===== config.mk =====
export PLATFORM = sky130hd
export DESIGN_NAME = tfp_arm
export DESIGN_NICKNAME = d
export VERILOG_FILES = /design/src/hdl/tfp_pkg.sv /design/src/hdl/tfp_arm.sv
export SDC_FILE = /design/constraint.sdc
export NUM_CORES = 2
export LEC_CHECK = 0
export ABC_AREA = 0
export BUFFER_PORTS_ARGS = -buffer_cell sky130_fd_sc_hd__buf_2
export CORE_AREA = 2 2 503 255
export CTS_CLUSTER_SIZE = 25
export DETAILED_ROUTE_END_ITERATION = 8
export DIE_AREA = 0 0 505 257
export HOLD_SLACK_MARGIN = 0.02
export MAX_ROUTING_LAYER = met4
export SLEW_MARGIN = 20
export SYNTH_ARGS = -nofsm -noshare
export SYNTH_HDL_FRONTEND = slang
export SYNTH_SLANG_ARGS = --single-unit

===== constraint.sdc =====
create_clock -name clk -period 8.85 [get_ports clk]
set_input_delay 0 -clock clk [delete_from_list [all_inputs] [get_ports clk]]
set_output_delay 0 -clock clk [all_outputs]
set_load 0.02 [all_outputs]

===== src/hdl/tfp_pkg.sv =====
`default_nettype none
// ----------------------------------------------------------------------------
// tfp_pkg: shared types and constants for the triangle formation block
// Payload structs, configuration set, rotation matrix and pipeline stage map.
// ----------------------------------------------------------------------------
package tfp_pkg;

  localparam int ADDR_W     = 6;
  localparam int NUM_STAGES = 7;

  // pipeline stage positions in the load vector
  localparam int STG_LEN  = 0;
  localparam int STG_MUL  = 1;
  localparam int STG_ABC  = 2;
  localparam int STG_PROD = 3;
  localparam int STG_FULL = 4;
  localparam int STG_ROW  = 5;
  localparam int STG_OUT  = 6;

  // 1/sqrt3 in Q0.30, split into two 15-bit halves
  localparam logic [29:0] INV_SQRT3_Q30 = 30'd619925131;
  localparam logic [14:0] K_HI          = INV_SQRT3_Q30[29:15];
  localparam logic [14:0] K_LO          = INV_SQRT3_Q30[14:0];

  localparam logic [15:0] SPACING_RST   = 16'd256;
  localparam logic [15:0] BASE_SIZE_RST = 16'd256;
  localparam logic [63:0] QUAT_RST      = 64'h4000_0000_0000_0000;

  typedef enum logic [2:0] {
    REG_CENTER_X  = 3'd0,
    REG_CENTER_Y  = 3'd1,
    REG_CENTER_Z  = 3'd2,
    REG_SPACING   = 3'd3,
    REG_BASE_SIZE = 3'd4,
    REG_QUAT      = 3'd5
  } reg_idx_t;

  typedef struct packed {
    logic signed [31:0] offset_x;
    logic signed [31:0] offset_y;
    logic signed [31:0] offset_z;
    logic signed [15:0] size_delta;
  } in_item_t;

  typedef struct packed {
    logic signed [31:0] first_x;
    logic signed [31:0] first_y;
    logic signed [31:0] first_z;
    logic signed [31:0] second_x;
    logic signed [31:0] second_y;
    logic signed [31:0] second_z;
    logic signed [31:0] third_x;
    logic signed [31:0] third_y;
    logic signed [31:0] third_z;
  } out_item_t;

  typedef struct packed {
    logic signed [31:0] center_x;
    logic signed [31:0] center_y;
    logic signed [31:0] center_z;
    logic [15:0]        spacing;
    logic signed [15:0] base_size;
    logic [63:0]        quat;
  } cfg_t;

  // first two columns of the rotation matrix, Q6.28, one entry per row
  typedef struct packed {
    logic [2:0][33:0] c0;
    logic [2:0][33:0] c1;
  } rot_mat_t;

  typedef struct packed {
    logic signed [32:0] x;
    logic signed [32:0] y;
    logic signed [32:0] z;
  } base_t;

  typedef struct packed {
    base_t              base;
    logic signed [33:0] a;
    logic signed [33:0] b;
    logic signed [33:0] c;
  } arm_t;

  typedef struct packed {
    logic [NUM_STAGES-1:0] ld;
  } pipe_ctl_t;

endpackage
`default_nettype wire


===== src/hdl/tfp_arm.sv =====
`default_nettype none
// ----------------------------------------------------------------------------
// tfp_arm: arm length and triangle corner coordinates
// Three stages: arm length and base point, split 1/sqrt3 products, a/b/c.
// ----------------------------------------------------------------------------
module tfp_arm import tfp_pkg::*; (
  input  wire logic      clk,
  input  wire pipe_ctl_t ctl,
  input  wire cfg_t      cfg,
  input  wire in_item_t  in_data,
  output arm_t           arm
);

  localparam logic signed [64:0] A_RND = 65'sd536870912;
  localparam logic signed [64:0] C_RND = 65'sd1073741824;

  logic signed [16:0] size;
  logic signed [33:0] l_nxt, l_s1_r, l_s2_r;
  base_t              base_nxt, base_s1_r, base_s2_r;
  logic signed [49:0] lkh_nxt, lkl_nxt, lkh_r, lkl_r;
  logic signed [64:0] lk, a_w, c_w;
  logic signed [34:0] b_w;
  arm_t               arm_nxt, arm_r;

  // stage 1: arm length in Q16.16, centre plus offset
  always_comb begin
    size       = {cfg.base_size[15], cfg.base_size}
               + {in_data.size_delta[15], in_data.size_delta};
    l_nxt      = $signed({1'b0, cfg.spacing}) * size;
    base_nxt.x = {cfg.center_x[31], cfg.center_x} + {in_data.offset_x[31], in_data.offset_x};
    base_nxt.y = {cfg.center_y[31], cfg.center_y} + {in_data.offset_y[31], in_data.offset_y};
    base_nxt.z = {cfg.center_z[31], cfg.center_z} + {in_data.offset_z[31], in_data.offset_z};
  end

  always_ff @(posedge clk) begin
    if (ctl.ld[STG_LEN]) begin
      l_s1_r    <= l_nxt;
      base_s1_r <= base_nxt;
    end
  end

  // stage 2: l times the high and low halves of 1/sqrt3
  always_comb begin
    lkh_nxt = l_s1_r * $signed({1'b0, K_HI});
    lkl_nxt = l_s1_r * $signed({1'b0, K_LO});
  end

  always_ff @(posedge clk) begin
    if (ctl.ld[STG_MUL]) begin
      lkh_r     <= lkh_nxt;
      lkl_r     <= lkl_nxt;
      l_s2_r    <= l_s1_r;
      base_s2_r <= base_s1_r;
    end
  end

  // stage 3: round to nearest, ties up
  always_comb begin
    lk           = (65'(lkh_r) <<< 15) + 65'(lkl_r);
    a_w          = (lk + A_RND) >>> 30;
    c_w          = (lk + C_RND) >>> 31;
    b_w          = (35'(l_s2_r) + 35'sd1) >>> 1;
    arm_nxt.base = base_s2_r;
    arm_nxt.a    = a_w[33:0];
    arm_nxt.c    = c_w[33:0];
    arm_nxt.b    = b_w[33:0];
  end

  always_ff @(posedge clk) begin
    if (ctl.ld[STG_ABC]) begin
      arm_r <= arm_nxt;
    end
  end

  assign arm = arm_r;

endmodule
`default_nettype wire


==> results by group <==
Place
  • Cell Area, Placed: between 50,000 and 60,000 sq um
  • Post-DP HPWL: around 110 mm
  • Final GP Congestion: 0.932
  • PortBufs: 444

Worst setup path
  • Slowest CP cell: or4b_2
  • Max incr delay on CP: about 0.66 ns
  • Critical Path Start Type: input port
  • Worst path required time: between 9 and 10 ns
  • FF-to-FF setup slack: about 1.2 ns
  • Crit path max fanout: 4
  • Crit path top cell by count: fa_1
  • Crit. End Element: flip-flop
  • Setup Crit Path Kind: in2reg
  • CP arrival: around 8.6 ns

Clocking
  • Number of H-tree levels: 2
  • CTS buffer count: between 50 and 60
  • Clock Latency Late Sink: about 0.69 ns
  • Clock Tree Buf Depth: 3
  • Clock Sinks: 549
  • CTS tree: yes
  • CTS root buffer: clkbuf_16
  • Clk pin slew, worst setup/hold paths: approximately 0.07 ns
  • Total setup buffers inserted after CTS: 0

Route
  • Initial DRC count: about 2,100
  • Met1 wire length: roughly 62 mm
  • Routed wl met2: roughly 66 mm
  • Routed WL: approximately 140 mm
  • DR vias: around 38,000
  • TritonRoute pass-1 iters: 5
  • Wire per inst: approximately 19 microns
  • Final ANT Viol Nets: 0
  • DRC: 0
  • Mean number of vias per cell: 5.09
  • Met3 Wirelength: approximately 6.6 mm
  • Top layer reached by signal wires: met4

Floorplanning
  • Die X-Extent: approximately 500 microns
  • Die H: around 260 microns
  • Core footprint: about 130,000 sq um
  • FP Rows: slightly above 90
  • Die Area: 130,000 sq um
  • I/O pin count: between 500 and 600
  • Starting Density: between 40% and 50%

STA
  • Slew HR: between 30% and 40%
  • Max-slew violations: 0
  • Tcrit/Tclk final: between 90 and 100%
  • Max Freq: 123 MHz
  • Final Skew: 0.0694 ns
  • Final Hold Fails: 0
  • RSZ-0062 raised after global routing: no
  • Crit path time final: around 8 ns
  • Slew of the pin with the lowest slew margin: 1.03 ns
  • Final setup vio count: 0

Layout
  • Layout Utilization: 50.3%
  • Cell area after layout: 63,000 sq um
  • Area delta synth->final: 17.4%
  • Share of layout cells above drive strength 1: between 10% and 20%
  • Final nets: approximately 7,300

Worst hold path
  • HP Class: in2reg

GRT
  • First-pass GRT wire length: 221 mm
  • Vias in the first global route: roughly 41,000
  • Aggregate global routing overflow: 0
  • Antenna violations before repair: 10
  • Total GRT Usage: between 20% and 30%
  • Largest net degree at the start of global routing: 95

Status
  • Status: finished clean

Synth
  • Net Count, Synth: 6,520
  • EDFF count, synth: roughly 550
  • Sequential-to-total area share from yosys stat: a little under a third
  • Post-synth top area share: a little under a third
  • Cell taking the most area after synthesis: edfxtp_1
  • Mapped Avg Cell Area: about 11 sq um
  • Synth warnings: 0
  • Asr flop ratio synth: 0%
  • Syn Inst Count: ~5,000
  • Register bit count reported by yosys: between 500 and 600
  • Area contributors post-synth: edfxtp_1 31%, fa_1 23%, ha_1 15%
  • Netlist cell types: 91
  • Ys flop type: edfxtp_1
  • Mapped Area: approximately 54,000 sq um

Run
  • MaxCap Viol Count: 0
==> Yosys cell counts (all sizes together), types with 6 or more instances <==
| cell type | count |
|---|---|
| a311oi | 11 |
| nor2b | 55 |
| o21bai | 33 |
| and3 | 45 |
| o31ai | 13 |
| nor3 | 60 |
| o211ai | 16 |
| nand4b | 11 |
| nor2 | 208 |
| ha | 628 |
| nor4 | 19 |
| a2111oi | 9 |
| o2111ai | 7 |
| a41oi | 6 |
| buf | 14 |
| a211oi | 18 |
| a211o | 7 |
| nand3 | 86 |
| and2 | 97 |
| xor2 | 90 |
| nand3b | 13 |
| nand4 | 28 |
| a31oi | 20 |
| a31o | 6 |
| and4 | 14 |
| edfxtp | 549 |
| nand2b | 35 |
| a21o | 115 |
| a21oi | 209 |
| fa | 624 |
| o311ai | 23 |
| or2 | 19 |
| a21boi | 14 |
| nand2 | 302 |
| a32o | 8 |
| clkbuf | 77 |
| o21a | 40 |
| o21ai | 124 |
| or3 | 16 |
| inv | 994 |
| xnor2 | 226 |
==> metrics by stage <==
step	setup WS [ns]	instances	hold slack, ns	setup TNS (ns)
global route	0.0220	7456	0.0816	0
finish	0.705	7456	0.0582	0
floorplan	0.348	4956	0.112	0
detailed placement	-0.180	7064	0.292	-0.417
CTS	0.569	7451	0.0218	0
global placement	-0.0199	7064	0.287	-0.0304
==> sequential cells by signal (all words and copies together), names as in the netlist <==
signal     cells
lkh_r         46
l_s1_r        34
arm_nxt       99
base_s1_r     99
l_s2_r        34
arm          201
lkl_r         36
==> cells in the final DEF, fill, tap and decap left out, types with 115 or more instances in the layout <==
cell type,netlist,final
inv_1,994,994
ha_1,628,628
fa_1,624,624
edfxtp_1,549,549
buf_2,9,441
nand2_1,302,302
dlygate4sd3_1,0,287
xnor2_1,226,224
nor2_1,208,208
a21oi_1,204,203
o21ai_0,118,118
a21o_1,115,115
==> worst paths after layout <==
kind,startpoint,to,depth (start not counted)
min,cfg[153],base_s1_r[59]$_DFFE_PP_,6
max reg2reg,l_s1_r[7]$_DFFE_PP_,lkl_r[49]$_DFFE_PP_,23
min reg2reg,arm_nxt[177]$_DFFE_PP_,arm[177]$_DFFE_PP_,0
max,cfg[65],l_s1_r[31]$_DFFE_PP_,39
==> cell families after synthesis <==
group	after synthesis	share of synthesized area [%]
AND/OR/NAND/NOR	1028	9.60
buffers and inverters	1085	7.61
XOR/XNOR	316	5.18
flip-flops	549	30.7
adder cells (fa/ha/maj)	1252	37.9
AO/OA/AOI/OAI	720	8.92
multiplexers	6	0.116
==> worst max-delay path: cells and delay by family <==
kind                       cells  cell delay [ns]
AOI/OAI and AO/OA             14             2.94
xor gates and xnor gates       1             0.12
adders and majority gates      8             3.18
buffers and inverters          9             0.88
and+or+nand+nor                7             1.45
==> routing by layer <==
metal / track usage, % / vias up
met3: 3.16 / 186
met5: - / -
met4: 4.90 / 0
li1: - / 18000
met1: 28.9 / 18800
met2: 36.5 / 897
==> timing repair <==
item | CTS | global route
resized for setup | 0 | 7
setup endpoints to repair | 0 | 6
hold buffers | 287 | 0
hold endpoints to repair | 356 | 0
==> layout make-up <==
class / count / area [sq um]
repair buffers: 794 / 5590
diodes: 5 / 12.5
clock buffers: 60 / 1370
multi-input cells: 3322 / 33200
clock inverters: 40 / 526
well taps: 1692 / 2120
inverters: 994 / 3730
flip-flops and latches: 549 / 16500
fillers: 11300 / 62200
Power is left out: the tool's default activity adds up to more than one toggle a clock period on the data nets, which glitch-free logic cannot reach.
