`config.mk`:
```
export PLATFORM = sky130hd
export DESIGN_NAME = tfp_pipe_ctrl
export DESIGN_NICKNAME = d
export VERILOG_FILES = /design/src/hdl/tfp_pkg.sv /design/src/hdl/tfp_pipe_ctrl.sv
export SDC_FILE = /design/constraint.sdc
export NUM_CORES = 1
export LEC_CHECK = 0
export BUFFER_PORTS_ARGS = -buffer_cell sky130_fd_sc_hd__buf_4
export CAP_MARGIN = 40
export CORE_AREA = 2 2 39 41
export DETAILED_ROUTE_END_ITERATION = 10
export DIE_AREA = 0 0 41 43
export PLACE_DENSITY_LB_ADDON = 0.15
export SLEW_MARGIN = 20
export SYNTH_ARGS = -nofsm -noshare
export SYNTH_HDL_FRONTEND = slang
export SYNTH_SLANG_ARGS = --single-unit
```
`constraint.sdc`:
```
create_clock -name clk -period 2.6 [get_ports clk]
set_clock_uncertainty 0.1 [all_clocks]
set_input_delay 0 -clock clk [delete_from_list [all_inputs] [get_ports clk]]
set_output_delay 0 -clock clk [all_outputs]
set_load 0.005 [all_outputs]
```
`src/hdl/tfp_pkg.sv`:
```
`default_nettype none
// ----------------------------------------------------------------------------
// tfp_pkg: shared types and constants for the triangle formation block
// Payload structs, configuration set, rotation matrix and pipeline stage map.
// ----------------------------------------------------------------------------
package tfp_pkg;

  localparam int ADDR_W     = 6;
  localparam int NUM_STAGES = 7;

  // pipeline stage positions in the load vector
  localparam int STG_LEN  = 0;
  localparam int STG_MUL  = 1;
  localparam int STG_ABC  = 2;
  localparam int STG_PROD = 3;
  localparam int STG_FULL = 4;
  localparam int STG_ROW  = 5;
  localparam int STG_OUT  = 6;

  // 1/sqrt3 in Q0.30, split into two 15-bit halves
  localparam logic [29:0] INV_SQRT3_Q30 = 30'd619925131;
  localparam logic [14:0] K_HI          = INV_SQRT3_Q30[29:15];
  localparam logic [14:0] K_LO          = INV_SQRT3_Q30[14:0];

  localparam logic [15:0] SPACING_RST   = 16'd256;
  localparam logic [15:0] BASE_SIZE_RST = 16'd256;
  localparam logic [63:0] QUAT_RST      = 64'h4000_0000_0000_0000;

  typedef enum logic [2:0] {
    REG_CENTER_X  = 3'd0,
    REG_CENTER_Y  = 3'd1,
    REG_CENTER_Z  = 3'd2,
    REG_SPACING   = 3'd3,
    REG_BASE_SIZE = 3'd4,
    REG_QUAT      = 3'd5
  } reg_idx_t;

  typedef struct packed {
    logic signed [31:0] offset_x;
    logic signed [31:0] offset_y;
    logic signed [31:0] offset_z;
    logic signed [15:0] size_delta;
  } in_item_t;

  typedef struct packed {
    logic signed [31:0] first_x;
    logic signed [31:0] first_y;
    logic signed [31:0] first_z;
    logic signed [31:0] second_x;
    logic signed [31:0] second_y;
    logic signed [31:0] second_z;
    logic signed [31:0] third_x;
    logic signed [31:0] third_y;
    logic signed [31:0] third_z;
  } out_item_t;

  typedef struct packed {
    logic signed [31:0] center_x;
    logic signed [31:0] center_y;
    logic signed [31:0] center_z;
    logic [15:0]        spacing;
    logic signed [15:0] base_size;
    logic [63:0]        quat;
  } cfg_t;

  // first two columns of the rotation matrix, Q6.28, one entry per row
  typedef struct packed {
    logic [2:0][33:0] c0;
    logic [2:0][33:0] c1;
  } rot_mat_t;

  typedef struct packed {
    logic signed [32:0] x;
    logic signed [32:0] y;
    logic signed [32:0] z;
  } base_t;

  typedef struct packed {
    base_t              base;
    logic signed [33:0] a;
    logic signed [33:0] b;
    logic signed [33:0] c;
  } arm_t;

  typedef struct packed {
    logic [NUM_STAGES-1:0] ld;
  } pipe_ctl_t;

endpackage
`default_nettype wire

```
`src/hdl/tfp_pipe_ctrl.sv`:
```
`default_nettype none
// ----------------------------------------------------------------------------
// tfp_pipe_ctrl: valid tracking and per-stage load enables
// A stage loads when it is empty or the stage after it moves on.
// ----------------------------------------------------------------------------
module tfp_pipe_ctrl import tfp_pkg::*; (
  input  wire logic clk,
  input  wire logic rst_n,
  input  wire logic in_valid,
  output logic      in_ready,
  output logic      out_valid,
  input  wire logic out_ready,
  output pipe_ctl_t ctl
);

  logic [NUM_STAGES-1:0] valid_r;
  logic [NUM_STAGES-1:0] valid_nxt;
  logic [NUM_STAGES:0]   ld;
  logic                  run_r;

  always_comb begin
    ld[NUM_STAGES] = out_ready;
    for (int i = NUM_STAGES - 1; i >= 0; i--) begin
      ld[i] = !valid_r[i] || ld[i+1];
    end
  end

  assign in_ready  = ld[0] & run_r;
  assign out_valid = valid_r[NUM_STAGES-1];
  assign ctl.ld    = ld[NUM_STAGES-1:0];

  always_comb begin
    valid_nxt = valid_r;
    if (ld[0]) begin
      valid_nxt[0] = in_valid & run_r;
    end
    for (int i = 1; i < NUM_STAGES; i++) begin
      if (ld[i]) begin
        valid_nxt[i] = valid_r[i-1];
      end
    end
  end

  always_ff @(posedge clk) begin
    if (!rst_n) begin
      valid_r <= '0;
      run_r   <= 1'b0;
    end else begin
      valid_r <= valid_nxt;
      run_r   <= 1'b1;
    end
  end

endmodule
`default_nettype wire

```
==> metrics.txt, run 1 <==
CTS tree=built; violation count after the first detailed-route iteration=4; DP Cell Count=60; IO Count=13; Worst EP required=about 2.5 ns; Seq/Total Area, Yosys=0.518; core box area=roughly 1400 um2; Max-Cap Viols=0; startpoint class of the critical path=register; syn avg cell area=9.37 um2; vias in the first global route=between 200 and 300; f_max=0.687 GHz; root buffer cell=clkbuf_4; RSZ-0062 raised after global routing=no; post-synth net total=37; Crit Path Category=reg2out; Leak Pwr=between 0.15 and 0.2 nW; DR pass1 iterations=2; crit-path cells=and4b_1 -> nand2_1 -> and2_1 -> buf_4; initial core utilization=0.223; FP Rows=14; Slew Limit Fails=0; fin area=approximately 450 um2; ant diodes=0; drt total wl=just over 600 um; Worst Path Max Fanout=6; Synthesis Warnings=0; ys flop type=dfxtp_1; post-CTS setup buffers=0; relative slew slack=0.829; global-route wire length before repair=just under 1000 um; CP Data Arrival Time=1.36 ns; CP peak stage delay=0.37 ns; PnR worst setup slack=between 1 and 1.5 ns; Synth area leaders=dfxtp_1, nand2_1, o21a_1, nor2b_1, and3_4; later-pin clock latency in the skew report=around 0.25 ns; Residual DRC=0; Die Wd=between 40 and 50 um; Area after DPL=412 um2; Setup WS pre-CTS=1.40 ns; Layout area overhead=47.0%; outcome=finished clean; Clock transition at path regs=around 0.050 ns; global route total overflow=0; number of port buffers=12; Slew @ Worst Pin=0.255 ns; TritonCTS Buffers=3; Syn Inst Count=33; Peak VDD IR=180 uV; final worst-path cycle share=0.560; min Tclk post-route=between 1 and 1.5 ns; initial antenna violation count=0; Hold Path Class=in2reg; H-tree level count=1; GR Util All Layers=0.0877; die height=43 um; pwr/cell area=slightly above 500 nW/um2; non-filler cells, final=65; clock sink count=8; crit end category=output port; Hold Violations, Final=0; Die ar.=~1800 um2; final setup fails=0; Netlist cell types=14; EDFF count, synth=0; CTS resizes=0; synthesized cell area=between 300 and 400 um2; Post-synth top cells=dfxtp_1, nand2_1, nor2b_1, o21a_1; slowest stage cell, crit path=dfxtp_1; area share of the leading cell type in the synthesized netlist=0.518; Worst Path Buf+Inv=1; largest net degree at the start of global routing=10; vias per cell=approximately 4.2; synthesized flop and latch total=8; clk buf depth=2; Via Count=around 270; WL/cell=~9.5 um; Synth area leader=dfxtp_1; top-count cell post-synth=dfxtp_1; family with the most delay on the worst path=simple AND/OR/NAND/NOR gates; GP Congestion=around 0.67; async set or reset register ratio after synthesis=0; setup TNS=0 ns; final net count=between 50 and 60; share of cells above drive strength 1=0.367; Post-DRT Antenna Nets=0
-- final timing paths --
| check | cells after the start | slack, ns | startpoint | endpoint |
|---|---|---|---|---|
| worst max-delay path | 4 | 1.14 | valid_r[5] | in_ready |
| worst min register to register | 2 | 0.36 | run_r | valid_r[0] |
| worst min-delay path | 3 | 0.008 | out_ready | valid_r[6] |
| worst max register to register | 4 | 1.38 | valid_r[5] | valid_r[1] |
-- timing repair --
| action | in CTS | in global routing |
|---|---|---|
| endpoints found under the hold margin | 8 | 0 |
| hold buffers | 2 | 0 |
| setup endpoints to repair | 0 | 0 |
-- area by class of cell --
cell class	count	area, um2
Clock buffer	3	22.5
Fill cell	150	930
Inverter	3	11.3
Multi-Input combinational cell	21	130
Sequential cell	8	160
Tap cell	16	20.0
Timing Repair Buffer	14	110
-- sequential cells by signal (all words and copies together), names as in the netlist --
name     cells
valid_r      7
run_r        1
-- layer usage --
| metal | track usage | share of wire |
|---|---|---|
| met1 | 0.0912 | 0.41 |
| met3 | 0.0471 | 0.087 |
| met4 | 0.0800 | 0 |
| met5 | 0 | 0 |
| met2 | 0.119 | 0.50 |
-- cells by family after synthesis --
group | after synthesis | share of synthesized area
simple gates | 14 | 0.263
buf+inv | 4 | 0.0607
flops | 8 | 0.518
compound gates | 7 | 0.158
-- through the flow --
stage | hold slack [ns] | total power [mW] | util
floorplan | -0.0723 | 0.132 | -
global placement | 0.0725 | 0.139 | 0.297
detailed placement | 0.0745 | 0.139 | 0.297
CTS | 0.00514 | 0.238 | 0.328
global route | 0.0110 | 0.247 | 0.328
finish | 0.00787 | 0.232 | 0.328
-- tightest hold or removal path, cell delays in order --
cell	delay, ns
buf_4	0.08
nor2b_1	0.06
o21a_1	0.17
-- where the power goes --
part	switching (mW)	internal [mW]	leakage (nW)
clock	0.0408	0.0527	0.0138
combinational	0.00415	0.00807	0.101
sequential	0.00148	0.125	0.0651
total	0.0464	0.186	0.180
-- placed cells by master, fill, tap and decap left out --
master / instances
o21a_1: 3
dfxtp_1: 8
and3_4: 1
clkbuf_4: 3
inv_1: 2
nor2b_1: 3
nand2_1: 7
a21oi_1: 2
and4b_1: 1
and4_1: 1
dlygate4sd3_1: 2
inv_2: 1
o21ai_2: 1
and2_1: 1
a21boi_0: 1
buf_4: 12
(Power assumes the default switching activity.)
==> inputs of run 2 (changes only) <==
ABC_AREA = 1   (was unset)
clock period = 1.47 ns   (was 2.6 ns; I/O delays follow)
==> run 2 against run 1 <==
  * Core utilization up 5.5 points
  * Global-route usage down 0.51 points
  * Power up 77%
  * Largest cell class unchanged
  * Routed wire length down 6.1%
==> metrics.txt, run 2 <==
outcome=finished clean; setup TNS=0 ns; main combinational cell family by area after synthesis=simple AND/OR/NAND/NOR gates; Leak Pwr=approximately 0.26 nW; mux contribution to synthesized area=0; power consumption=0.412 mW; Via Count=293; final worst-path cycle share=0.924; GR Util All Layers=0.0826; startpoint class of the critical path=register; area share of the leading cell type in the synthesized netlist=0.471; Die Wd=about 40 um; WL/cell=roughly 8.0 um; syn avg cell area=9.45 um2; Synth area leaders=dfxtp_1, nand4_4, inv_1, nor2_8, nor2_1; Hold Violations, Final=0; vias per cell=4.01; global-route wire length before repair=959 um; Synth Area in Compound Gates=0.0956; Post-Synth Simple-Gate Area=0.320; later-pin clock latency in the skew report=roughly 0.24 ns; ys flop type=dfxtp_1; initial antenna violation count=0; multi-input logic area=144 um2; Top Registers=valid_r: 7 flops, run_r: 1 flops; crit end category=output port; pwr/cell area=between 700 and 800 nW/um2; adder-cell share of the synthesized area=0; Die ar.=about 1800 um2; GP Congestion=about 0.57; vias in the first global route=260; Worst Path Max Fanout=3; crit-path cells=nand4_4 -> nor2_8 -> nand4_4 -> nand2_2 -> inv_1 -> buf_4; initial core utilization=0.246; Post-Synth XOR/XNOR Area=0; die height=approximately 43 um; async set or reset register ratio after synthesis=0; Most flops, register=valid_r; CP peak stage delay=0.37 ns; number of port buffers=12; Final Util=0.383; global route total overflow=0; core box area=~1400 um2; FP Rows=14; Netlist cell types=12; R2R Setup Slk=around 0.29 ns; Residual DRC=0; R2R depth=5; Seq/Total Area, Yosys=0.471; relative slew slack=0.833; clk buf depth=2; drt total wl=582 um; Slew Limit Fails=0; Syn Inst Count=36; final setup fails=0; largest net degree at the start of global routing=8; CTS tree=built; Post-DRT Antenna Nets=0; commonest cells after routing, fill and taps aside=buf_4, inv_1, dfxtp_1; IO Count=13; post-synth net total=40; TritonCTS Buffers=3; DP HPWL=about 440 um; share of cells above drive strength 1=0.544; H-tree level count=1; Hold Path Stages=2; slowest stage cell, crit path=dfxtp_1; commonest non-fill, non-tap cell in the layout=buf_4; final net count=63; Worst EP required=roughly 1.4 ns; Crit Path Category=reg2out; CP Data Arrival Time=1.26 ns; Synth area leader=dfxtp_1; violation count after the first detailed-route iteration=1; Layout area overhead=55.9%; clock sink count=8; Crit path depth=6; EDFF count, synth=0; Clock transition at path regs=about 0.050 ns; f_max=around 0.74 GHz; Max-Cap Viols=0; Peak VDD IR=418 uV; root buffer cell=clkbuf_4; ant diodes=0; DR pass1 iterations=2; Worst Path Buf+Inv=2; synthesized flop and latch total=8; hold_ws=approximately 0.31 ns; Hold Path Class=in2reg; synthesized cell area=340 um2; Synthesis Warnings=0; Post-synth top cells=dfxtp_1, inv_1, nor2_1; top-count cell post-synth=dfxtp_1; Storage cell area=roughly 160 um2; filler instances=145; min Tclk post-route=roughly 1.4 ns; max reg flops=7; RSZ-0062 raised after global routing=no; Slew @ Worst Pin=between 0.2 and 0.25 ns; most used cell, CP=nand4_4; family with the most delay on the worst path=simple AND/OR/NAND/NOR gates
==> run 2: cell count changes after synthesis, sizes merged, moves of 2 or more <==
cell | previous run | this run
a21oi | 2 | 5
inv | 3 | 9
nand2 | 7 | 4
nand4 | 0 | 2
nor2 | 0 | 6
nor2b | 3 | 0
o21a | 3 | 0
==> run 2: area by class of cell <==
cell class | instances | area share
Timing Repair Buffer | 18 | 0.269
Tap cell | 16 | 0.0377
Clock buffer | 3 | 0.0425
Multi-Input combinational cell | 18 | 0.271
Sequential cell | 8 | 0.307
Inverter | 10 | 0.0731
==> run 2: through the flow <==
stage / setup WS, ns / std cells / cell area [um2]
2_1_floorplan: 0.395 / 36 / 340
3_3_place_gp: 0.323 / 64 / 450
3_5_place_dp: 0.318 / 64 / 450
4_1_cts: 0.0122 / 70 / 503
5_1_grt: 0.00349 / 73 / 531
6_report: 0.112 / 73 / 531
==> run 2: worst register-to-register path, cell delays in order, from the launching register on <==
cell     delay, ns
dfxtp_1       0.37
nand4_4       0.16
nor2_8        0.16
nand4_4       0.09
buf_4         0.15
a21oi_2       0.09
==> run 2: logic make-up after synthesis <==
logic type	count (synthesis)
simple gates	13
compound gates	5
flops	8
buf+inv	10
==> run 2: report_power, final <==
part / switching, mW / total, mW / leakage (nW) / internal, mW
sequential: 0.00426 / 0.226 / 0.0662 / 0.221
combinational: 0.0108 / 0.0245 / 0.176 / 0.0138
clock: 0.0685 / 0.162 / 0.0138 / 0.0930
total: 0.0835 / 0.412 / 0.256 / 0.328
==> run 2: timing repair <==
action | 4_1_cts | 5_1_grt
setup endpoints to repair | 0 | 1
hold buffers | 3 | 0
gates resized for setup | 0 | 3
buffers inserted | 0 | 4
endpoints found under the hold margin | 5 | 0
==> run 2: worst paths after layout <==
check / start / end
worst min-delay path: rst_n / run_r
worst max-delay path: valid_r[4] / in_ready
worst min register to register: valid_r[4] / valid_r[5]
worst max register to register: valid_r[4] / valid_r[0]
==> run 2: per-layer routing <==
metal  track usage  share of wire  up-vias
met5             0              0        -
met4        0.0600              0        0
met3        0.0314          0.072        0
met2         0.113           0.49       10
met1         0.101           0.44      131
li1              -              -      152
==> inputs of run 3 (changes only) <==
CELL_PAD_IN_SITES_DETAIL_PLACEMENT = 1   (was unset)
CELL_PAD_IN_SITES_GLOBAL_PLACEMENT = 1   (was unset)
GPL_TIMING_DRIVEN = 1   (was unset)
PLACE_DENSITY_LB_ADDON = 0.1   (was 0.15)
==> run 3 against run 2 <==
  * Final cell count down 1.4%
  * Die area unchanged
  * Highest routed layer unchanged
  * Count of clock-buffer cells in the layout unchanged
  * Critical path type is now in2reg
==> metrics.txt, run 3 (synthesized netlist as in run 2, its figures left out) <==
relative slew slack=0.851; IO Count=13; TritonCTS Buffers=3; GP Congestion=0.627; final net count=62; crit end category=register; clk buf depth=2; Most flops, register=valid_r; initial antenna violation count=0; vias in the first global route=320; f_max=~0.71 GHz; Hold Violations, Final=0; number of port buffers=12; CP Data Arrival Time=1.50 ns; Layout area overhead=58.1%; Top Registers=valid_r: 7 flops, run_r: 1 flops; final setup fails=0; max reg flops=7; global route total overflow=0; drt total wl=~700 um; vias per cell=just over 4; share of cells above drive strength 1=0.536; outcome=finished clean; Slew @ Worst Pin=about 0.22 ns; RSZ-0062 raised after global routing=no; violation count after the first detailed-route iteration=4; global-route wire length before repair=1170 um; Worst Path Max Fanout=3; GR Util All Layers=0.0988; later-pin clock latency in the skew report=~0.25 ns; Crit Path Category=in2reg; WL/cell=between 9 and 10 um; H-tree level count=1; FP Rows=14; Via Count=290; DR pass1 iterations=2; root buffer cell=clkbuf_4; Die Wd=roughly 41 um; initial core utilization=0.246; multi-input logic area=approximately 150 um2; Area after DPL=450 um2; core box area=roughly 1400 um2; CTS tree=built; Post-DRT Antenna Nets=0; fin area=538 um2; Final Util=0.389; setup TNS=0 ns; Slew Limit Fails=0; die height=43 um; Die ar.=1760 um2; ant diodes=0; pwr/cell area=just under 800 nW/um2; Clock transition at path regs=about 0.050 ns; startpoint class of the critical path=input pin; DP HPWL=approximately 520 um; filler instances=167; commonest cells after routing, fill and taps aside=buf_4, inv_1, dlygate4sd3_1, dfxtp_1, nor2_1; Peak VDD IR=around 380 uV; Storage cell area=164 um2; Residual DRC=0; commonest non-fill, non-tap cell in the layout=buf_4; power consumption=0.419 mW; Max-Cap Viols=0; Hold Path Class=in2reg; final worst-path cycle share=0.964; largest net degree at the start of global routing=8; Worst EP required=around 1.6 ns; min Tclk post-route=approximately 1.4 ns; Leak Pwr=about 0.24 nW; clock sink count=8
## run 3: path summary, 6_finish.rpt
kind                   start         end  slack, ns  depth (start not counted)
hold / removal     out_ready  valid_r[0]       0.07                          6
setup reg to reg  valid_r[6]  valid_r[6]       0.07                          5
setup / recovery   out_ready  valid_r[6]       0.05                          6
hold reg to reg   valid_r[4]  valid_r[5]       0.37                          2
## run 3: stage by stage
stage          hold WS (ns)  cells  setup slack (ns)
2_1_floorplan       -0.0723     36             0.395
3_3_place_gp         0.0139     64             0.338
3_5_place_dp         0.0176     64             0.298
4_1_cts              0.0677     72            0.0144
5_1_grt              0.0841     72            0.0108
6_report             0.0677     72            0.0534
## run 3: routing by layer
metal  vias to the layer above  global-route usage  share of wire
met3                         0              0.0314          0.046
met5                         -                   0              0
met1                       131               0.111           0.41
met4                         0              0.0600              0
li1                        150                   -              -
met2                         9               0.153           0.54
## run 3: power by group
part / total [mW] / switching [mW] / internal [mW]
Combinational: 0.0286 / 0.0126 / 0.0160
Clock: 0.165 / 0.0716 / 0.0932
Sequential: 0.226 / 0.00407 / 0.221
## run 3: layout make-up
type | count | share of cell area
Inverter | 10 | 0.0791
Timing Repair Buffer | 17 | 0.260
Sequential cell | 8 | 0.305
Tap cell | 16 | 0.0372
Multi-Input combinational cell | 18 | 0.277
Clock buffer | 3 | 0.0419
## run 3: worst max-delay path: stages
cell and delay (ns):
buf_4 0.11, dlygate4sd3_1 0.59, nor2_4 0.11, nor2_1 0.05
nor2_1 0.08, dlygate4sd3_1 0.56
## run 3: timing repair
item                       4_1_cts  5_1_grt
hold endpoints to repair         6        0
hold buffers                     5        0
gates resized for setup          0        6
buffers inserted                 0        0
setup endpoints to repair        0        3
