--- config.mk ---
export PLATFORM = sky130hd
export DESIGN_NAME = tfp_cfg_regs
export DESIGN_NICKNAME = d
export VERILOG_FILES = /design/src/hdl/tfp_pkg.sv /design/src/hdl/tfp_cfg_regs.sv
export SDC_FILE = /design/constraint.sdc
export NUM_CORES = 1
export LEC_CHECK = 0
export BUFFER_PORTS_ARGS = -buffer_cell sky130_fd_sc_hd__buf_2
export CORE_MARGIN = 2
export CORE_UTILIZATION = 53
export DETAILED_ROUTE_END_ITERATION = 8
export PLACE_DENSITY_LB_ADDON = 0.05
export SYNTH_ARGS = -nofsm -noshare
export SYNTH_HDL_FRONTEND = slang
export SYNTH_SLANG_ARGS = --single-unit
--- constraint.sdc ---
create_clock -name clk -period 2.45 [get_ports clk]
set_input_delay 0.245 -clock clk [delete_from_list [all_inputs] [get_ports clk]]
set_output_delay 0.245 -clock clk [all_outputs]
set_load 0.1 [all_outputs]
--- src/hdl/tfp_pkg.sv ---
`default_nettype none
// ----------------------------------------------------------------------------
// tfp_pkg: shared types and constants for the triangle formation block
// Payload structs, configuration set, rotation matrix and pipeline stage map.
// ----------------------------------------------------------------------------
package tfp_pkg;

  localparam int ADDR_W     = 6;
  localparam int NUM_STAGES = 7;

  // pipeline stage positions in the load vector
  localparam int STG_LEN  = 0;
  localparam int STG_MUL  = 1;
  localparam int STG_ABC  = 2;
  localparam int STG_PROD = 3;
  localparam int STG_FULL = 4;
  localparam int STG_ROW  = 5;
  localparam int STG_OUT  = 6;

  // 1/sqrt3 in Q0.30, split into two 15-bit halves
  localparam logic [29:0] INV_SQRT3_Q30 = 30'd619925131;
  localparam logic [14:0] K_HI          = INV_SQRT3_Q30[29:15];
  localparam logic [14:0] K_LO          = INV_SQRT3_Q30[14:0];

  localparam logic [15:0] SPACING_RST   = 16'd256;
  localparam logic [15:0] BASE_SIZE_RST = 16'd256;
  localparam logic [63:0] QUAT_RST      = 64'h4000_0000_0000_0000;

  typedef enum logic [2:0] {
    REG_CENTER_X  = 3'd0,
    REG_CENTER_Y  = 3'd1,
    REG_CENTER_Z  = 3'd2,
    REG_SPACING   = 3'd3,
    REG_BASE_SIZE = 3'd4,
    REG_QUAT      = 3'd5
  } reg_idx_t;

  typedef struct packed {
    logic signed [31:0] offset_x;
    logic signed [31:0] offset_y;
    logic signed [31:0] offset_z;
    logic signed [15:0] size_delta;
  } in_item_t;

  typedef struct packed {
    logic signed [31:0] first_x;
    logic signed [31:0] first_y;
    logic signed [31:0] first_z;
    logic signed [31:0] second_x;
    logic signed [31:0] second_y;
    logic signed [31:0] second_z;
    logic signed [31:0] third_x;
    logic signed [31:0] third_y;
    logic signed [31:0] third_z;
  } out_item_t;

  typedef struct packed {
    logic signed [31:0] center_x;
    logic signed [31:0] center_y;
    logic signed [31:0] center_z;
    logic [15:0]        spacing;
    logic signed [15:0] base_size;
    logic [63:0]        quat;
  } cfg_t;

  // first two columns of the rotation matrix, Q6.28, one entry per row
  typedef struct packed {
    logic [2:0][33:0] c0;
    logic [2:0][33:0] c1;
  } rot_mat_t;

  typedef struct packed {
    logic signed [32:0] x;
    logic signed [32:0] y;
    logic signed [32:0] z;
  } base_t;

  typedef struct packed {
    base_t              base;
    logic signed [33:0] a;
    logic signed [33:0] b;
    logic signed [33:0] c;
  } arm_t;

  typedef struct packed {
    logic [NUM_STAGES-1:0] ld;
  } pipe_ctl_t;

endpackage
`default_nettype wire

--- src/hdl/tfp_cfg_regs.sv ---
`default_nettype none
// ----------------------------------------------------------------------------
// tfp_cfg_regs: configuration register file
// APB-style write and read of centre, spacing, base size and quaternion.
// ----------------------------------------------------------------------------
module tfp_cfg_regs import tfp_pkg::*; (
  input  wire logic              clk,
  input  wire logic              rst_n,
  input  wire logic              psel,
  input  wire logic              penable,
  input  wire logic              pwrite,
  input  wire logic [ADDR_W-1:0] paddr,
  input  wire logic [63:0]       pwdata,
  output logic      [63:0]       prdata,
  output logic                   pready,
  output cfg_t                   cfg
);

  cfg_t     cfg_r;
  cfg_t     cfg_nxt;
  reg_idx_t idx;
  logic     wr;

  assign idx    = reg_idx_t'(paddr[ADDR_W-1:3]);
  assign wr     = psel & penable & pwrite;
  assign pready = 1'b1;
  assign cfg    = cfg_r;

  always_comb begin
    cfg_nxt = cfg_r;
    if (wr) begin
      case (idx)
        REG_CENTER_X:  cfg_nxt.center_x  = pwdata[31:0];
        REG_CENTER_Y:  cfg_nxt.center_y  = pwdata[31:0];
        REG_CENTER_Z:  cfg_nxt.center_z  = pwdata[31:0];
        REG_SPACING:   cfg_nxt.spacing   = pwdata[15:0];
        REG_BASE_SIZE: cfg_nxt.base_size = pwdata[15:0];
        REG_QUAT:      cfg_nxt.quat      = pwdata;
        default:       cfg_nxt = cfg_r;
      endcase
    end
  end

  always_comb begin
    case (idx)
      REG_CENTER_X:  prdata = {32'd0, cfg_r.center_x};
      REG_CENTER_Y:  prdata = {32'd0, cfg_r.center_y};
      REG_CENTER_Z:  prdata = {32'd0, cfg_r.center_z};
      REG_SPACING:   prdata = {48'd0, cfg_r.spacing};
      REG_BASE_SIZE: prdata = {48'd0, cfg_r.base_size};
      REG_QUAT:      prdata = cfg_r.quat;
      default:       prdata = 64'd0;
    endcase
  end

  always_ff @(posedge clk) begin
    if (!rst_n) begin
      cfg_r.center_x  <= '0;
      cfg_r.center_y  <= '0;
      cfg_r.center_z  <= '0;
      cfg_r.spacing   <= SPACING_RST;
      cfg_r.base_size <= BASE_SIZE_RST;
      cfg_r.quat      <= QUAT_RST;
    end else begin
      cfg_r <= cfg_nxt;
    end
  end

endmodule
`default_nettype wire

==> metrics.csv, run 1 <==
stage,metric,value,unit
grt,first_global_vias,7752,
job,cap_violations,0,
clocking,clkTransAtPathRegs,70,ps
sta,fmax,0.480,GHz
logic_synthesis,synth-seq-area-share,44.5,%
power_and_ir_drop,vdd_drop_max,0.473,mV
routing,first_iter_violations,445,
critical_path,endpoint_kind,output pin,
clocking,cts_resized,0,
clocking,clock_latency,430,ps
sta,setup_viol,0,
grt,grt_max_degree,69,
grt,grt_pass1_wl,41700,um
floorplan,fp.dieW,132,um
sta,period_needed,2080,ps
placed_design,gp_congestion,0.811,
logic_synthesis,ys_types,35,
critical_path,required,2200,ps
routing,via_count,7751,
critical_path,crit_path_frequent_cell,buf_4,
placed_design,place_worst_setup_slack,329,ps
logic_synthesis,synth_area_per_cell,9.46,um2
floorplan,chipHeight,132,um
floorplan,die-area,0.0173,mm2
sta,fin_skew,0,ps
logic_synthesis,yosys_warnings,0,
floorplan,start_util,54.4,%
critical_path,r2r_start,cfg[188],
logic_synthesis,synth.largest_area_cell,dfxtp_1,
placed_design,dp_hpwl,18500,um
min_path,min_to,cfg[45],
logic_synthesis,syn-instance-count,913,
min_path,hold_class,primary input to register,
critical_path,cp.depth,6,
layout,drive_gt1_share,37.5,%
critical_path,critPathSlowestCell,buf_2,
critical_path,worstRegToRegCells,2,
routing,via_per_inst,5.36,
grt,antenna_found_initial,2,
routing,postRouteAntennaNets,0,
floorplan,core,0.0159,mm2
power_and_ir_drop,p_leak,5.50,nW
grt,grt-ovfl-total,0,
status,status,"finished, final reports clean",
logic_synthesis,synth_fp_nets,988,
power_and_ir_drop,pwr_density_cell,561,mW/mm2
floorplan,num_rows,46,
grt,grt_use_total,30.0,%
critical_path,critical_path_peak_fanout,33,
critical_path,start_kind,primary input,
layout,largest_reg_flops,192,
critical_path,timing.rr.end,cfg[188],
critical_path,critPathKind,primary input to output pin,
sta,fin_crit_sh,85.0,%
clocking,cts_tree,done,
logic_synthesis,synth_ff_type,dfxtp_1,
critical_path,max_stage_delay,450,ps
routing,drt-wirelength-per-cell,18.1,um
logic_synthesis,synth_top_area_share,44.5,%
sta,relSlewSlack,61.4,%
clocking,postCtsHoldBufs,0,
sta,final_max_slew_viol_count,0,
critical_path,r2r_slack,1740,ps
critical_path,path_buf_inv,3,
logic_synthesis,synth_most_common_cell,nand2_1,
clocking,post_cts_buffers,0,
floorplan,io_pins,332,
sta,hold_viol,0,
routing,dr.pass1.iters,4,
sta,worst_pin_slew,579,ps
clocking,cts.path.max_buffers,2,
clocking,cts_buffers,17,
critical_path,crit_arrival,1840,ps
logic_synthesis,synth_edf_count,0,
logic_synthesis,synth.area.top_cells,"dfxtp_1, mux2i_1, nand2_1",
logic_synthesis,ys_async_sr_fraction,0,%
clocking,cts_num_sinks,192,
logic_synthesis,ys_seq_elements,192,
critical_path,critPathTopFamily,buffers and inverters,
routing,routed_wl,26200,um
min_path,hp-start,pwdata[45],
sta,holdWs,48.2,ps
sta,fin_ws,368,ps
layout,area_growth,40.1,%
clocking,root_buffer,clkbuf_16,
placed_design,portBuffers,327,
critical_path,crit_chain,buf_4 > buf_4 > mux2i_1 > o22a_1 > o21ai_2 > buf_2,
sta,rsz0062_at_grt,no,
logic_synthesis,synth_common_cells,"nand2_1, mux2i_1, dfxtp_1, clkbuf_1, and3_1",
min_path,holdPathStages,3,
layout,nets,1291,
logic_synthesis,netlist_area,0.00864,mm2
clocking,htree_levels,4,
routing,drc,0,
area by class of cell:
| class | instances | area (um2) |
|---|---|---|
| inverter | 2 | 7.51 |
| timing repair buffer | 360 | 2740 |
| multi-input combinational | 643 | 4470 |
| fill | 1174 | 3780 |
| sequential | 192 | 3960 |
| tap | 216 | 270 |
| clock inverter | 11 | 148 |
| clock buffer | 21 | 492 |
| antenna | 1 | 2.50 |
worst max-delay path by stage:
stage / start / end / slack, ps
4_1_cts: paddr[5] / prdata[1] / 370
5_1_grt: paddr[5] / prdata[11] / 270
3_3_place_gp: paddr[5] / cfg[78] / 340
6_report: paddr[3] / prdata[14] / 370
2_1_floorplan: cfg[0] / prdata[0] / -300
3_5_place_dp: paddr[5] / cfg[75] / 330
cells in the final DEF (no fill, tap or decap), types with 2 or more instances in the layout:
cell type  count
a21oi_4        3
a221oi_1       4
a22oi_1        8
and3_1        32
buf_12        58
buf_2        275
buf_4         26
bufinv_16      3
clkbuf_16     18
clkbuf_8       3
clkinv_2       2
clkinv_4       3
dfxtp_1      160
dfxtp_4       32
inv_4          2
mux2_2        12
mux2i_1      237
nand2_1      270
nand2b_1       2
nand3_1       16
nor2_4         2
nor2b_1        5
nor3_4         2
o211ai_1      16
o21ai_2        9
o22a_1         5
o22ai_2        2
o32a_1         5
layer usage:
metal  share of wire [%]  track usage [%]  vias up
met2                  49             51.3      290
met1                  41             35.4     3660
met5               0.050                0        -
met3                 7.7             8.80       55
met4                 2.9             12.0        2
li1                    -                -     3744
power by group:
part	total, W	switching [W]	internal [W]
clock	0.00296	0.00120	0.00176
sequential	0.00313	0.0000182	0.00311
combinational	0.000700	0.000521	0.000179
worst reg2reg max path, stage by stage, from the launching register on:
cell and delay (ps):
dfxtp_4 360, nand2_1 70, mux2i_1 200
cell families (layout without fill, tap and decap cells):
kind of cell / Yosys count / in the layout / share of synthesized area (%)
and+or+nand+nor: 337 / 337 / 17.0
muxes: 249 / 249 / 29.0
DFF: 192 / 192 / 44.5
buffers and inverters: 78 / 394 / 4.75
AOI/OAI and AO/OA: 56 / 56 / 4.69
other: 1 / 2 / 0.0434
stage by stage:
step | setup TNS (ps) | utilization (%) | std cells | cell area [um2] | power [W]
2_1_floorplan | -936 | - | 913 | 8910 | 0.00371
6_report | 0 | 76.2 | 1446 | 12100 | 0.00678
3_3_place_gp | 0 | 72.1 | 1413 | 11500 | 0.00389
4_1_cts | 0 | 76.2 | 1445 | 12100 | 0.00681
3_5_place_dp | 0 | 72.1 | 1413 | 11500 | 0.00390
5_1_grt | 0 | 76.2 | 1445 | 12100 | 0.00698
(Power assumes the default switching activity.)
==> inputs of run 2 (changes only) <==
--- a/config.mk
+++ b/config.mk
@@ -5,9 +5,10 @@
 export SDC_FILE = /design/constraint.sdc
 export NUM_CORES = 1
 export LEC_CHECK = 0
+export ABC_AREA = 1
 export BUFFER_PORTS_ARGS = -buffer_cell sky130_fd_sc_hd__buf_2
 export CORE_MARGIN = 2
-export CORE_UTILIZATION = 53
+export CORE_UTILIZATION = 46
 export DETAILED_ROUTE_END_ITERATION = 8
 export PLACE_DENSITY_LB_ADDON = 0.05
 export SYNTH_ARGS = -nofsm -noshare
==> constraint.sdc (replaced) <==
create_clock -name clk -period 1.9 [get_ports clk]
set_input_delay 0.19 -clock clk [delete_from_list [all_inputs] [get_ports clk]]
set_output_delay 0.19 -clock clk [all_outputs]
set_load 0.1 [all_outputs]
==> metrics.csv, run 2 <==
stage,metric,value,unit
status,status,"finished, final reports clean",
layout,area_growth,40.6,%
layout,nets,1888,
power_and_ir_drop,seqPwrFrac,45.0,%
critical_path,path_buf_inv,4,
routing,via_count,10200,
logic_synthesis,yosys_warnings,0,
sta,final_max_slew_viol_count,0,
clocking,htree_levels,4,
logic_synthesis,ys_seq_elements,192,
logic_synthesis,synth_area_per_cell,6.16,um2
grt,grt-ovfl-total,0,
critical_path,critical_path_peak_fanout,37,
power_and_ir_drop,internal_power,0.00629,W
sta,hold_viol,0,
clocking,clkTransAtPathRegs,80,ps
placed_design,portBuffers,327,
logic_synthesis,synth_top_area_share,40.7,%
clocking,clock_latency,430,ps
layout,layout_common_cells,"nor2_1, nand2_1, buf_2",
clocking,cts.path.max_buffers,2,
clocking,cts_tree,done,
critical_path,required,1710,ps
layout,layout_commonest_cell,nor2_1,
floorplan,chipHeight,147,um
grt,grt_max_degree,94,
critical_path,start_kind,primary input,
critical_path,endpoint_kind,output pin,
sta,relSlewSlack,63.1,%
power_and_ir_drop,pwr_density_cell,689,mW/mm2
floorplan,num_rows,52,
floorplan,core,0.0202,mm2
sta,period_needed,1800,ps
power_and_ir_drop,power_switching,0.00285,W
min_path,hold_class,primary input to register,
layout,n_fill_cell,1924,
power_and_ir_drop,vdd_drop_max,0.521,mV
critical_path,crit_path_frequent_cell,buf_12,
clocking,cts_buffers,17,
power_and_ir_drop,clockPowerShare,40.7,%
grt,grt_use_total,29.7,%
critical_path,crit_arrival,1610,ps
layout,drive_gt1_share,30.1,%
floorplan,start_util,46.8,%
routing,postRouteAntennaNets,0,
critical_path,crit_chain,buf_2 > buf_4 > nor2_4 > buf_12 > a21oi_1 > nand2_2 > buf_12,
placed_design,dp_hpwl,23900,um
logic_synthesis,ys_async_sr_fraction,0,%
sta,fin_ws,98.2,ps
grt,grt_pass1_wl,50200,um
floorplan,die-area,0.0217,mm2
routing,drc,0,
power_and_ir_drop,swShare,31.2,%
routing,drt-wirelength-per-cell,15.6,um
sta,holdWs,31.7,ps
job,cap_violations,0,
power_and_ir_drop,p_leak,6.44,nW
logic_synthesis,netlist_area,0.00944,mm2
routing,routed_wl,32600,um
power_and_ir_drop,pwr-share-comb,14.3,%
logic_synthesis,synth.largest_area_cell,dfxtp_1,
layout,largest_reg_flops,192,
clocking,post_cts_buffers,0,
grt,first_global_vias,9456,
sta,fmax,0.555,GHz
logic_synthesis,synth_fp_nets,1607,
critical_path,critPathKind,primary input to output pin,
logic_synthesis,synth_ff_type,dfxtp_1,
sta,fin_crit_sh,94.8,%
layout,post-route-util,65.8,%
critical_path,critPathTopFamily,buffers and inverters,
critical_path,critPathSlowestCell,a21oi_1,
placed_design,gp_congestion,0.927,
sta,fin_skew,0,ps
routing,dr.pass1.iters,5,
logic_synthesis,synth_common_cells,"nor2_1, nand2_1, dfxtp_1, inv_1, nand3_1",
routing,first_iter_violations,559,
clocking,root_buffer,clkbuf_16,
critical_path,max_stage_delay,340,ps
power_and_ir_drop,power,0.00914,W
logic_synthesis,synth-seq-area-share,40.7,%
clocking,cts_num_sinks,192,
sta,worst_pin_slew,558,ps
floorplan,fp.dieW,147,um
placed_design,place_worst_setup_slack,104,ps
floorplan,io_pins,332,
logic_synthesis,synth_most_common_cell,nor2_1,
sta,rsz0062_at_grt,no,
routing,via_per_inst,4.88,
logic_synthesis,synth_edf_count,0,
logic_synthesis,syn-instance-count,1532,
sta,setup_viol,0,
logic_synthesis,synth.area.top_cells,"dfxtp_1, nor2_1, nand2_1",
grt,antenna_found_initial,3,
logic_synthesis,ys_types,22,
==> run 2: changes by cell type in the layout (fill, tap and decap cells not counted), sizes merged, moves of 12 or more <==
cell / change
nand3: +122
mux2i: -237
mux2: -12
nand4: +44
nor2: +451
nand2: +159
inv: +150
a21oi: +14
o211ai: -16
and3: -32
==> run 2: layout make-up <==
class / count / area, um2 / area share (%)
Antenna cell: 2 / 5.00 / 0.0377
Clock buffer: 17 / 425 / 3.21
Clock inverter: 15 / 186 / 1.40
Inverter: 147 / 558 / 4.21
Multi-Input combinational cell: 1089 / 4730 / 35.7
Sequential cell: 192 / 3950 / 29.8
Tap cell: 270 / 338 / 2.55
Timing Repair Buffer: 366 / 3070 / 23.2
==> run 2: path summary, 6_finish.rpt <==
check             startpoint          to  slack (ps)  cells past startpoint
setup / recovery    paddr[3]  prdata[21]         100                      7
hold / removal     pwdata[8]     cfg[88]          30                      3
setup reg to reg     cfg[72]     cfg[72]        1250                      2
hold reg to reg     cfg[175]    cfg[175]         490                      2
==> run 2: cell families after synthesis <==
kind of cell,after synthesis,synth area share (%)
buffers and inverters,251,11.9
other,1,0.0397
AOI/OAI and AO/OA,21,1.11
and+or+nand+nor,1067,46.2
DFF,192,40.7
==> run 2: layer usage <==
metal	routed length, um	GRT usage, %	share of wire, %
met3	2760	9.29	8.5
met2	16500	52.5	51
met4	1500	14.3	4.6
met5	0	0	0
met1	11900	32.2	36
==> run 2: what timing repair did <==
item / 4_1_cts / 5_1_grt
resized for setup: 0 / 1
setup endpoints to repair: 0 / 4
endpoints found under the hold margin: 1 / 0
hold buffers: 1 / 0
==> run 2: through the flow <==
stage | cells | instance area (um2) | setup TNS [ps]
2_1_floorplan | 1532 | 9800 | -1190
3_5_place_dp | 2063 | 12600 | 0
3_3_place_gp | 2063 | 12600 | 0
4_1_cts | 2096 | 13300 | 0
6_report | 2098 | 13300 | 0
5_1_grt | 2097 | 13300 | 0
==> run 2: worst min-delay path: stages <==
cell and delay [ps]:
buf_2 130, nand2_1 60, nand3_1 70
==> run 2: power groups by stage <==
stage | Sequential (W) | Combinational (W) | Clock, W
2_1_floorplan | 0.00458 | 0.000575 | 0
3_3_place_gp | 0.00421 | 0.00129 | 0
3_5_place_dp | 0.00421 | 0.00130 | 0
4_1_cts | 0.00412 | 0.00130 | 0.00377
5_1_grt | 0.00412 | 0.00139 | 0.00394
6_report | 0.00412 | 0.00130 | 0.00372
==> inputs of run 3 (changes only) <==
--- a/config.mk
+++ b/config.mk
@@ -7,8 +7,10 @@
 export LEC_CHECK = 0
 export ABC_AREA = 1
 export BUFFER_PORTS_ARGS = -buffer_cell sky130_fd_sc_hd__buf_2
+export CELL_PAD_IN_SITES_DETAIL_PLACEMENT = 1
+export CELL_PAD_IN_SITES_GLOBAL_PLACEMENT = 1
 export CORE_MARGIN = 2
-export CORE_UTILIZATION = 46
+export CORE_UTILIZATION = 30
 export DETAILED_ROUTE_END_ITERATION = 8
 export PLACE_DENSITY_LB_ADDON = 0.05
 export SYNTH_ARGS = -nofsm -noshare
==> metrics.csv, run 3 (same netlist as run 2, synthesis figures left out) <==
stage,metric,value,unit
grt,grt_use_total,23.5,%
critical_path,critPathKind,primary input to output pin,
critical_path,start_kind,primary input,
critical_path,required,1710,ps
power_and_ir_drop,swShare,30.4,%
power_and_ir_drop,internal_power,0.00642,W
sta,rsz0062_at_grt,no,
layout,drive_gt1_share,30.7,%
floorplan,io_pins,332,
clocking,clock_latency,430,ps
routing,postRouteAntennaNets,0,
critical_path,crit_chain,buf_2 > buf_4 > nand2_1 > nor2_4 > buf_4 > a21oi_1 > nand2_2 > buf_12,
sta,setup_viol,0,
clocking,root_buffer,clkbuf_16,
sta,final_max_slew_viol_count,0,
placed_design,dp_hpwl,29300,um
routing,drt-wirelength-per-cell,17.2,um
job,cap_violations,0,
critical_path,max_stage_delay,240,ps
critical_path,endpoint_kind,output pin,
floorplan,num_rows,64,
power_and_ir_drop,power_switching,0.00281,W
critical_path,critPathSlowestCell,nor2_4,
layout,layout_commonest_cell,nor2_1,
layout,n_fill_cell,4000,
critical_path,critical_path_peak_fanout,13,
layout,post-route-util,44.2,%
routing,first_iter_violations,481,
grt,grt_pass1_wl,59900,um
grt,first_global_vias,10700,
floorplan,core,0.0307,mm2
floorplan,die-area,0.0329,mm2
sta,hold_viol,0,
routing,via_per_inst,4.66,
layout,nets,1904,
grt,grt_max_degree,66,
power_and_ir_drop,vdd_drop_max,0.455,mV
clocking,post_cts_buffers,0,
placed_design,place_area,0.0130,mm2
routing,routed_wl,38500,um
clocking,cts_buffers,17,
power_and_ir_drop,pwr-share-comb,14.8,%
sta,fin_crit_sh,93.6,%
floorplan,chipHeight,181,um
power_and_ir_drop,clockPowerShare,40.6,%
layout,largest_reg_flops,192,
sta,fmax,0.562,GHz
placed_design,gp_congestion,0.858,
min_path,hold_class,primary input to register,
clocking,cts.path.max_buffers,2,
clocking,htree_levels,4,
status,status,"finished, final reports clean",
sta,worst_pin_slew,560,ps
floorplan,start_util,30.7,%
routing,via_count,10400,
placed_design,portBuffers,327,
routing,drc,0,
critical_path,crit_arrival,1590,ps
floorplan,fp.dieW,181,um
clocking,clkTransAtPathRegs,80,ps
routing,dr.pass1.iters,4,
layout,area_growth,44.1,%
power_and_ir_drop,pwr_density_cell,678,mW/mm2
grt,antenna_found_initial,2,
clocking,cts_tree,done,
power_and_ir_drop,seqPwrFrac,44.7,%
layout,final_area,0.0136,mm2
clocking,cts_num_sinks,192,
critical_path,crit_path_frequent_cell,buf_4,
sta,fin_skew,0,ps
layout,layout_common_cells,"nor2_1, nand2_1, buf_2",
grt,grt-ovfl-total,0,
sta,period_needed,1780,ps
power_and_ir_drop,p_leak,6.53,nW
sta,relSlewSlack,62.9,%
-- run 3: changes by cell type in the layout (fill, tap and decap cells not counted), sizes merged --
cell	delta
clkbuf	+2
inv	-3
clkinvlp	+1
buf	+16
clkinv	-1
bufinv	+1
-- run 3: stage by stage --
stage / total power (W) / std cells / hold WS [ps] / setup TNS [ps] / setup slack (ps)
6_report: 0.00923 / 2240 / 41.6 / 0 / 121
5_1_grt: 0.00960 / 2240 / 45.6 / 0 / 34.3
4_1_cts: 0.00936 / 2238 / 18.9 / 0 / 113
3_5_place_dp: 0.00559 / 2205 / 411 / 0 / 89.2
3_3_place_gp: 0.00557 / 2205 / 403 / 0 / 117
2_1_floorplan: 0.00516 / 1532 / 316 / -1190 / -199
-- run 3: worst max-delay path: cells and delay by family --
family,cells,cell delay [ps]
AOI/OAI and AO/OA,1,110
and+or+nand+nor,3,450
buffers and inverters,4,820
-- run 3: layout make-up --
cell class	count	area [um2]	share of cell area (%)
clock buffer	19	443	3.26
timing repair buffer	382	3260	24.0
tap	396	495	3.64
sequential	192	3950	29.0
clock inverter	13	149	1.09
inverter	147	556	4.09
antenna	2	5.00	0.0368
multi-input combinational	1089	4740	34.9
-- run 3: layer usage --
| layer | vias up | global-route usage [%] | share of wire, % |
|---|---|---|---|
| met4 | 0 | 7.28 | 2.1 |
| met2 | 230 | 44.8 | 53 |
| met1 | 4939 | 25.2 | 39 |
| met5 | - | 0 | 0 |
| li1 | 5231 | - | - |
| met3 | 35 | 5.96 | 5.4 |
-- run 3: repair_timing --
| action | in CTS | in global routing |
|---|---|---|
| resized for setup | 0 | 0 |
| hold buffers | 1 | 0 |
| hold endpoints to repair | 1 | 0 |
-- run 3: power groups by stage --
stage,combinational [W],clock (W),sequential (W)
after floorplan,0.000575,0,0.00458
after global placement,0.00135,0,0.00421
after detailed placement,0.00137,0,0.00422
after CTS,0.00137,0.00387,0.00412
after global routing,0.00146,0.00401,0.00413
final,0.00136,0.00374,0.00412
-- run 3: path summary, 6_finish.rpt --
path	start	endpoint	slack, ps	cells after the start
max	paddr[4]	prdata[17]	120	8
min	pwdata[33]	cfg[33]	40	5
max reg2reg	cfg[23]	cfg[23]	1280	2
min reg2reg	cfg[165]	cfg[165]	490	2
